<file path="config.mk">
export PLATFORM = sky130hd
export DESIGN_NAME = vrp_div
export DESIGN_NICKNAME = d
export VERILOG_FILES = /design/src/vrp_pkg.sv /design/src/vrp_div.sv
export SDC_FILE = /design/constraint.sdc
export NUM_CORES = 1
export LEC_CHECK = 0
export BUFFER_PORTS_ARGS = -buffer_cell sky130_fd_sc_hd__buf_2
export CORE_MARGIN = 2
export CORE_UTILIZATION = 40
export CTS_BUF_LIST = sky130_fd_sc_hd__clkbuf_4
export CTS_CLUSTER_DIAMETER = 120
export DETAILED_ROUTE_END_ITERATION = 8
export SLEW_MARGIN = 5
export SYNTH_ARGS = -nofsm -noshare
export SYNTH_HDL_FRONTEND = slang
export SYNTH_SLANG_ARGS = --single-unit
</file>
<file path="constraint.sdc">
create_clock -name clk -period 2.8 [get_ports clk]
set_input_delay 0.14 -clock clk [delete_from_list [all_inputs] [get_ports clk]]
set_output_delay 0.14 -clock clk [all_outputs]
set_load 0.03 [all_outputs]
</file>
<file path="src/vrp_pkg.sv">
`timescale 1ns / 1ps

package vrp_pkg;

  // Vertex store
  localparam int NUM_VERTICES = 8;
  localparam int VIDX_W       = 3;

  // Field widths
  localparam int COORD_W  = 24;
  localparam int TRIG_W   = 16;
  localparam int VIEW_W   = 10;
  localparam int HALF_W   = 15;
  localparam int SCREEN_W = 16;
  localparam int CFG_W    = 24;
  localparam int CFG_AW   = 3;

  // Shared multiplier: one coordinate or offset times one factor
  localparam int MUL_A_W = COORD_W + 1;
  localparam int MUL_B_W = TRIG_W + 1;
  localparam int PROD_W  = MUL_A_W + MUL_B_W;
  localparam int ACC_W   = PROD_W + 1;

  // Rotation rounding, Q2.14 factors
  localparam int ANGLE_FRAC_BITS = 14;
  localparam int RND_W           = ACC_W - ANGLE_FRAC_BITS;
  localparam int SUM_W           = RND_W + 1;

  // Projection divider: numerator magnitude below 2^39, divisor a positive z
  localparam int DIV_N_W   = 39;
  localparam int DIV_D_W   = COORD_W - 1;
  localparam int DIV_CNT_W = $clog2(DIV_N_W);

  // Register indexes
  localparam logic [CFG_AW-1:0] REG_COS         = 3'd0;
  localparam logic [CFG_AW-1:0] REG_SIN         = 3'd1;
  localparam logic [CFG_AW-1:0] REG_CENTRE_X    = 3'd2;
  localparam logic [CFG_AW-1:0] REG_CENTRE_Y    = 3'd3;
  localparam logic [CFG_AW-1:0] REG_CENTRE_Z    = 3'd4;
  localparam logic [CFG_AW-1:0] REG_VIEW        = 3'd5;
  localparam logic [CFG_AW-1:0] REG_HALF_WIDTH  = 3'd6;
  localparam logic [CFG_AW-1:0] REG_HALF_HEIGHT = 3'd7;

  // Register reset values
  localparam logic signed [TRIG_W-1:0]  COS_RST  = 16'sd16362;
  localparam logic signed [TRIG_W-1:0]  SIN_RST  = 16'sd858;
  localparam logic signed [COORD_W-1:0] CX_RST   = 24'sd0;
  localparam logic signed [COORD_W-1:0] CY_RST   = 24'sd0;
  localparam logic signed [COORD_W-1:0] CZ_RST   = 24'sd38400;
  localparam logic [VIEW_W-1:0]         VIEW_RST = 10'd64;
  localparam logic [HALF_W-1:0]         HW_RST   = 15'd112;
  localparam logic [HALF_W-1:0]         HH_RST   = 15'd54;

  // Request and axis codes
  localparam logic REQ_LOAD   = 1'b0;
  localparam logic REQ_ROTATE = 1'b1;

  localparam logic [1:0] AXIS_X    = 2'd0;
  localparam logic [1:0] AXIS_Y    = 2'd1;
  localparam logic [1:0] AXIS_Z    = 2'd2;
  localparam logic [1:0] AXIS_NONE = 2'd3;

  typedef enum logic [3:0] {
    ST_IDLE,
    ST_FETCH,
    ST_R1A,
    ST_R1B,
    ST_R1W,
    ST_R2A,
    ST_R2B,
    ST_R2W,
    ST_ZCHK,
    ST_PA,
    ST_PB,
    ST_PS,
    ST_PW,
    ST_EMIT
  } state_t;

  typedef struct packed {
    logic               start;
    logic [DIV_N_W-1:0] dividend;
    logic [DIV_D_W-1:0] divisor;
  } div_req_t;

  typedef struct packed {
    logic                done;
    logic [SCREEN_W-1:0] quot;
  } div_rsp_t;

endpackage

</file>
<file path="src/vrp_div.sv">
`timescale 1ns / 1ps

module vrp_div (
  input  logic              clk,
  input  logic              rst_n,
  input  vrp_pkg::div_req_t div_req,
  output vrp_pkg::div_rsp_t div_rsp
);
  import vrp_pkg::*;

  logic                 busy_r;
  logic                 done_r;
  logic [DIV_CNT_W-1:0] cnt_r;
  logic [DIV_D_W-1:0]   rem_r;
  logic [DIV_D_W-1:0]   dv_r;
  logic [DIV_N_W-1:0]   dd_r;
  logic [SCREEN_W-1:0]  q_r;

  logic [DIV_D_W:0]   shifted;
  logic [DIV_D_W+1:0] diff;
  logic               qbit;
  logic [DIV_D_W-1:0] rem_nxt;

  // One restoring step: shift in the next numerator bit, try the divisor
  always_comb begin
    shifted = {rem_r, dd_r[DIV_N_W-1]};
    diff    = {1'b0, shifted} - {2'b00, dv_r};
    qbit    = ~diff[DIV_D_W+1];
    rem_nxt = qbit ? diff[DIV_D_W-1:0] : shifted[DIV_D_W-1:0];
  end

  always_ff @(posedge clk) begin
    if (!rst_n) begin
      busy_r <= 1'b0;
      done_r <= 1'b0;
      cnt_r  <= '0;
    end else begin
      done_r <= 1'b0;
      if (div_req.start) begin
        busy_r <= 1'b1;
        cnt_r  <= DIV_CNT_W'(DIV_N_W - 1);
      end else if (busy_r) begin
        if (cnt_r == '0) begin
          busy_r <= 1'b0;
          done_r <= 1'b1;
        end else begin
          cnt_r <= cnt_r - 1'b1;
        end
      end
    end
  end

  // Keep only the low quotient bits: the screen result wraps anyway
  always_ff @(posedge clk) begin
    if (div_req.start) begin
      rem_r <= '0;
      dv_r  <= div_req.divisor;
      dd_r  <= div_req.dividend;
      q_r   <= '0;
    end else if (busy_r) begin
      rem_r <= rem_nxt;
      dd_r  <= {dd_r[DIV_N_W-2:0], 1'b0};
      q_r   <= {q_r[SCREEN_W-2:0], qbit};
    end
  end

  assign div_rsp.done = done_r;
  assign div_rsp.quot = q_r;

endmodule

</file>
==> reports/results.md, run 1 <==
| Metric | This run | Unit |
| --- | --- | --- |
| Result of the run | complete, no violations | - |
| Antenna violations before repair | 0 | - |
| Maximum clock insertion buffer count | 2 | - |
| Type of the worst setup path | reg2reg | - |
| TritonCTS clock tree | built | - |
| Post-CTS Setup Repair Bufs | 0 | - |
| Clock insertion delay at the later pin of the skew report | 0.48 | ns |
| Number of clock sinks | 109 | - |
| Instance area after placement | 6120 | um2 |
| FP Rows | 42 | - |
| Required time of the worst setup path | 3.20 | ns |
| Sum Neg Setup Slack | 0 | ns |
| Synthesized instance count | 491 | - |
| Share of the cycle needed by the critical path after routing | 0.926 | - |
| Number of filler instances in the final layout | 1211 | - |
| Count of endpoints failing hold in the final timing report | 0 | - |
| Height of the die | 121 | um |
| Worst reg2reg endpoint | rem_r[5]$_SDFFE_PP0P_ | - |
| Wire length of the first global-routing pass | 20700 | um |
| Min-Delay Startpoint | div_req[62] | - |
| Fin. max-slew vios | 0 | - |
| Hold EP | dv_r[0]$_DFFE_PP_ | - |
| Pin count of the biggest net entering global routing | 50 | - |
| Final WL | 12500 | um |
| Achievable frequency | 0.386 | GHz |
| Number of synthesized register bits | 109 | - |
| H-tree depth | 3 | - |
| Reg-to-reg slack, setup | 0.21 | ns |
| Slew Limit Headroom | 0.574 | - |
| Worst hold stages | 1 | - |
| Width of the chip | 121 | um |
| Actual transition at the worst max-transition pin | 0.640 | ns |
| Area of combinational cells with multiple inputs | 2480 | um2 |
| Critical path peak fanout | 4 | - |
| Worst hold-check path type | in2reg | - |
| Final number of setup-violating endpoints | 0 | - |
| Total leakage power | 0.00289 | uW |
| Fraction of layout instances using a drive strength above 1 | 0.241 | - |
| Number of distinct standard cells referenced by the synthesized netlist | 58 | - |
| Detailed placement HPWL | 8320 | um |
| RSZ-0062 raised after global routing | false | - |
| Via count of the first global-routing pass | 4289 | - |
| Power density normalized to cell area | 462 | nW/um2 |
| Effective utilization at floorplan | 0.411 | - |
| Final antenna-violating net count | 0 | - |
| Number of DRC violations after detailed-routing iteration 0 | 203 | - |
| Part of the Yosys area used for sequential elements | 0.510 | - |
| Startpoint of the lowest-slack register-to-register path | dd_r[38]$_DFFE_PP_ | - |
| Core Area | 13300 | um2 |
| Net count after synthesis | 582 | - |
| Mean Syn Cell Area | 11.2 | um2 |
| ANT cells | 0 | - |
| CP arrival | 2.99 | ns |
| Mean number of vias per cell | 5.12 | - |
| Crit path time final | 2.59 | ns |
| Fin Clk Skew | 0.0145 | ns |
| Most common flop cell mapped by yosys | edfxtp_1 | - |
| Type of origin of the critical path | register | - |
| Die area | 14700 | um2 |
| Synth area leader | edfxtp_1 | - |
| Number of flops mapped to enable cells by yosys | 62 | - |
| Vias after detailed routing | 4177 | - |
| Fraction of registers with async set or reset after synthesis | 0 | - |
| Number of detailed-route iterations in the first pass | 4 | - |
| Total CTS buffers | 9 | - |
| Post-synthesis to final-layout area growth | 25.3 | % |
| Yosys warning count | 0 | - |
| Share of the synthesized area in the top cell type | 0.339 | - |
| Number of primary I/O pins | 82 | - |
| Count of input and output buffers | 81 | - |
| Max capacitance violation total | 0 | - |
| Routed length per instance | 15.4 | um |
| Highest ir drop seen on vdd | 392 | uV |
| Area of the mapped netlist | 5490 | um2 |
| Number of cells traversed by the worst register-to-register path | 10 | - |
| CTS Root Buffer Type | clkbuf_4 | - |
| Final Instance Area | 6880 | um2 |
| Fin nets | 726 | - |
| CTS clk-pin slew, worst paths | 0.16 | ns |
| Crit path capture type | register | - |
| Sequential cell area in the final layout | 2800 | um2 |
| Ranking of synthesized cells by area | edfxtp_1, dfxtp_1, mux2_2, ha_1, mux2i_1 | - |
| Weighted congestion reported at the end of routability-driven placement | 0.907 | - |
| Total track usage | 0.179 | - |
| Grt total ovfl | 0 | - |
| DR DRC count | 0 | - |
==> placed cells by master (no fill, tap or decap), drive strengths merged, types with 25 or more instances in the layout <==
master       instances
buf                 93
dfxtp               47
dlygate4sd3         63
edfxtp              62
ha                  25
inv                 33
mux2                38
mux2i               26
nand2               30
nor2                40
==> power by group <==
| group | internal, uW | switching (uW) |
|---|---|---|
| Sequential | 1820 | 42.7 |
| Combinational | 294 | 300 |
| Clock | 214 | 512 |
==> flip-flops by register name, indices dropped and copies added, names as in the netlist <==
| register | cells |
|---|---|
| rem_r | 23 |
| dd_r | 39 |
| cnt_r | 6 |
| done_r | 1 |
| q_r | 16 |
| dv_r | 23 |
| busy_r | 1 |
==> metrics by stage <==
step           cells  worst slack [ns]  utilization  hold slack [ns]  total power, uW
2_1_floorplan    491             0.245            -            0.239             2250
3_3_place_gp     737             0.219        0.458            0.316             2410
3_5_place_dp     737             0.120        0.458            0.318             2420
4_1_cts          816            0.0715        0.514            0.173             3220
5_1_grt          816            0.0330        0.515            0.180             3350
6_report         816             0.207        0.515            0.219             3180
==> cell type report <==
| class | instances | share of cell area |
|---|---|---|
| multi-input cells | 328 | 0.361 |
| well taps | 176 | 0.0320 |
| clock inverters | 4 | 0.00364 |
| repair buffers | 156 | 0.166 |
| flip-flops and latches | 109 | 0.407 |
| inverters | 31 | 0.0169 |
| clock buffers | 12 | 0.0131 |
==> how the worst max path moves through the flow <==
stage	startpoint	end	cells past startpoint
global route	dd_r[38]$_DFFE_PP_	rem_r[5]$_SDFFE_PP0P_	10
global placement	dv_r[0]$_DFFE_PP_	rem_r[5]$_SDFFE_PP0P_	9
finish	dd_r[38]$_DFFE_PP_	rem_r[5]$_SDFFE_PP0P_	10
CTS	dv_r[0]$_DFFE_PP_	rem_r[5]$_SDFFE_PP0P_	9
floorplan	dv_r[0]$_DFFE_PP_	rem_r[5]$_SDFFE_PP0P_	10
detailed placement	dv_r[0]$_DFFE_PP_	rem_r[5]$_SDFFE_PP0P_	9
==> worst max-delay path, stage by stage, from the launching register on <==
cell and delay [ns]:
edfxtp_1 0.38, inv_1 0.05, ha_1 0.20, fa_2 0.37, nor2b_2 0.14, o31ai_1 0.09
nand3b_1 0.15, a21boi_2 0.08, o311a_4 0.40, or3_1 0.36, a311oi_1 0.27
==> metal layers <==
layer  GRT usage  vias to the layer above  wire, um
met1       0.222                     1946      5720
met2       0.304                      117      5920
li1            -                     2089         -
met3      0.0503                       25       667
met5           0                        -         0
met4      0.0560                        0       233
==> kinds of logic after synthesis <==
logic type / synth area share
AND/OR/NAND/NOR: 0.0998
flip-flops: 0.510
AO/OA/AOI/OAI: 0.132
multiplexers: 0.125
buffers and inverters: 0.0401
adder cells (fa/ha/maj): 0.0606
XOR/XNOR: 0.0319
==> synthesized netlist by cell type (4+ instances only) <==
library cell and count:
edfxtp_1 62, clkbuf_1 16, dfxtp_1 47, nand2_1 30, a211oi_1 8, o311ai_0 4, xor2_1 6, o21a_1 12
inv_1 31, nand3_1 11, o31ai_1 5, mux2_2 38, ha_1 25, a32oi_1 7, mux2i_1 26, nor2_1 40
nor3_1 6, a31oi_1 4, xnor2_1 14, o21ai_0 18, nor2b_1 5, a21oi_1 19
==> timing repair <==
action                                 4_1_cts  5_1_grt
hold buffers                                63        0
endpoints found under the hold margin       70        0
resized for setup                            0        3
setup endpoints to repair                    0       14
Power figures use the tool's default switching activity.
==> run 2: changes to the inputs <==
HOLD_SLACK_MARGIN = 0.08   (was default)
PLACE_DENSITY = 0.58   (was default)
==> run 2 against run 1 <==
Effect of this change: wire length about the same; highest routed layer unchanged; clock power up 18%; non-clock buffer count up 3.
==> reports/results.md, run 2 (synthesis gave the netlist of run 1 again) <==
| Metric | This run | Unit | Delta |
| --- | --- | --- | --- |
| CTS clk-pin slew, worst paths | 0.18 | ns | +0.02 ns |
| Height of the die | 121 | um | unchanged |
| Sum Neg Setup Slack | 0 | ns | unchanged |
| Pin count of the biggest net entering global routing | 57 | - | +14% |
| DR DRC count | 0 | - | unchanged |
| Worst hold-check path type | in2reg | - |  |
| Top library cells by usage in the layout, fill and taps aside | buf_2, dlygate4sd3_1, edfxtp_1 | - |  |
| Share of the cycle needed by the critical path after routing | 0.930 | - | +0.00376 |
| Effective utilization at floorplan | 0.411 | - | unchanged |
| Final antenna-violating net count | 0 | - | unchanged |
| Fin Clk Skew | 0.0273 | ns | +0.0129 ns |
| Share of total power consumed by net switching | 0.270 | - | +0.00142 |
| Type of origin of the critical path | register | - |  |
| Number of detailed-route iterations in the first pass | 4 | - | unchanged |
| Fraction of layout instances using a drive strength above 1 | 0.247 | - | +0.00665 |
| CP arrival | 2.99 | ns | about the same |
| Fin. max-slew vios | 0 | - | unchanged |
| Final WL | 12500 | um | about the same |
| Number of primary I/O pins | 82 | - | unchanged |
| Maximum clock insertion buffer count | 2 | - | unchanged |
| Max capacitance violation total | 0 | - | unchanged |
| Most common cell after layout, fill and taps aside | buf_2 | - |  |
| RSZ-0062 raised after global routing | false | - |  |
| Core Area | 13300 | um2 | unchanged |
| Launch point of the critical path | dv_r[1]$_DFFE_PP_ | - |  |
| Number of cells traversed by the worst register-to-register path | 9 | - | -1 |
| Number of clock sinks | 109 | - | unchanged |
| TritonCTS clock tree | built | - |  |
| Flip-flop count of the largest register, all copies and words added | 39 | - | unchanged |
| End-of-flow core utilization | 0.520 | - | +0.00431 |
| Min-Delay Startpoint | div_req[62] | - |  |
| Reg-to-reg slack, setup | 0.20 | ns | about the same |
| Pwr Total | 3310 | uW | +4.2% |
| Placement-stage worst setup slack | 0.107 | ns | -0.0135 ns |
| Grt total ovfl | 0 | - | unchanged |
| Number of DRC violations after detailed-routing iteration 0 | 226 | - | +11% |
| Required time of the worst setup path | 3.19 | ns | about the same |
| FP Rows | 42 | - | unchanged |
| Net switching power of the design | 895 | uW | +4.7% |
| Die area | 14700 | um2 | unchanged |
| Largest Register | dd_r | - |  |
| Post-synthesis to final-layout area growth | 26.3 | % |  |
| Actual transition at the worst max-transition pin | 1.12 | ns | +0.483 ns |
| CTS Root Buffer Type | clkbuf_4 | - |  |
| Result of the run | complete, no violations | - |  |
| Routed length per instance | 15.3 | um | -0.58% |
| Worst setup endpoint | rem_r[19]$_SDFFE_PP0P_ | - |  |
| Total CTS buffers | 9 | - | unchanged |
| Width of the chip | 121 | um | unchanged |
| Critical path peak fanout | 4 | - | unchanged |
| Final number of setup-violating endpoints | 0 | - | unchanged |
| Achievable frequency | 0.384 | GHz | -0.40% |
| Final Instance Area | 6940 | um2 | +0.84% |
| Slew Limit Headroom | 0.250 | - | -0.324 |
| Via count of the first global-routing pass | 4311 | - | +0.51% |
| Antenna violations before repair | 1 | - | +1 |
| Type of the worst setup path | reg2reg | - |  |
| Fin nets | 729 | - | +0.41% |
| Combinational Power Share | 0.180 | - | -0.007 |
| Highest ir drop seen on vdd | 404 | uV | +3.1% |
| Detailed placement HPWL | 8520 | um | +2.4% |
| Startpoint of the lowest-slack register-to-register path | dv_r[1]$_DFFE_PP_ | - |  |
| Count of input and output buffers | 81 | - | unchanged |
| H-tree depth | 3 | - | unchanged |
| Total track usage | 0.179 | - | -0.000519 |
| Regs by FF count | dd_r: 39 flops, dv_r: 23 flops, rem_r: 23 flops | - |  |
| Crit path capture type | register | - |  |
| Clock insertion delay at the later pin of the skew report | 0.49 | ns | about the same |
| Clk network pwr share | 0.258 | - | +0.030 |
| Int Pwr | 2420 | uW | +4.0% |
| Count of endpoints failing hold in the final timing report | 0 | - | unchanged |
| Worst reg2reg endpoint | rem_r[19]$_SDFFE_PP0P_ | - |  |
| Vias after detailed routing | 4184 | - | +0.17% |
| Sequential cell fraction of total power | 0.562 | - | -0.023 |
| Crit path time final | 2.60 | ns | +0.0105 ns |
| Power density normalized to cell area | 478 | nW/um2 | +3.3% |
| Instance area after placement | 6130 | um2 | +0.16% |
| Wire length of the first global-routing pass | 20600 | um | -0.70% |
| Minimum setup slack in the final design | 0.197 | ns | -0.0105 ns |
| Total leakage power | 0.00291 | uW | +0.67% |
| Weighted congestion reported at the end of routability-driven placement | 0.878 | - | -3.2% |
| Mean number of vias per cell | 5.10 | - | -0.32% |
-- run 2: worst min path at each step --
stage | to | cells after the start
3_3_place_gp | dv_r[19]$_DFFE_PP_ | 1
3_5_place_dp | dv_r[15]$_DFFE_PP_ | 1
5_1_grt | dv_r[0]$_DFFE_PP_ | 1
6_report | dv_r[0]$_DFFE_PP_ | 1
4_1_cts | dv_r[0]$_DFFE_PP_ | 1
2_1_floorplan | dv_r[0]$_DFFE_PP_ | 0
-- run 2: critical path, stage by stage, from the launching register on --
cell      delay, ns
edfxtp_1       0.45
inv_1          0.08
ha_1           0.22
nor2b_1        0.15
o31a_1         0.29
o21ai_0        0.35
o221ai_1       0.29
a221oi_1       0.38
xor2_1         0.22
o31ai_1        0.08
-- run 2: cell type report --
type | count | area, um2
diodes | 1 | 2.50
clock buffers | 11 | 82.6
clock inverters | 5 | 71.3
fillers | 1237 | 6410
inverters | 31 | 116
multi-input cells | 328 | 2490
flip-flops and latches | 109 | 2800
well taps | 176 | 220
repair buffers | 159 | 1150
-- run 2: power by group through the flow --
stage	registers [uW]	logic [uW]	clock network, uW
global placement	1900	518	0
finish	1860	596	857
floorplan	1890	370	0
global route	1880	662	958
detailed placement	1900	525	0
CTS	1860	594	895
-- run 2: stage by stage --
step	hold WS, ns	instances
3_5_place_dp	0.318	740
6_report	0.227	820
4_1_cts	0.207	819
3_3_place_gp	0.317	740
2_1_floorplan	0.239	491
5_1_grt	0.215	820
-- run 2: metal layers --
metal | routed length (um) | vias up | part of all wire | GRT usage
li1 | - | 2094 | - | -
met4 | 267 | 0 | 0.021 | 0.0675
met1 | 5780 | 1974 | 0.46 | 0.223
met5 | 0 | - | 0 | 0
met2 | 5890 | 97 | 0.47 | 0.298
met3 | 588 | 19 | 0.047 | 0.0461
-- run 2: repair_timing --
action                                 CTS  global route
hold buffers                            63             0
gates resized for setup                  0             4
buffers inserted                         0             0
endpoints found under the hold margin   70             0
setup endpoints to repair                0             7
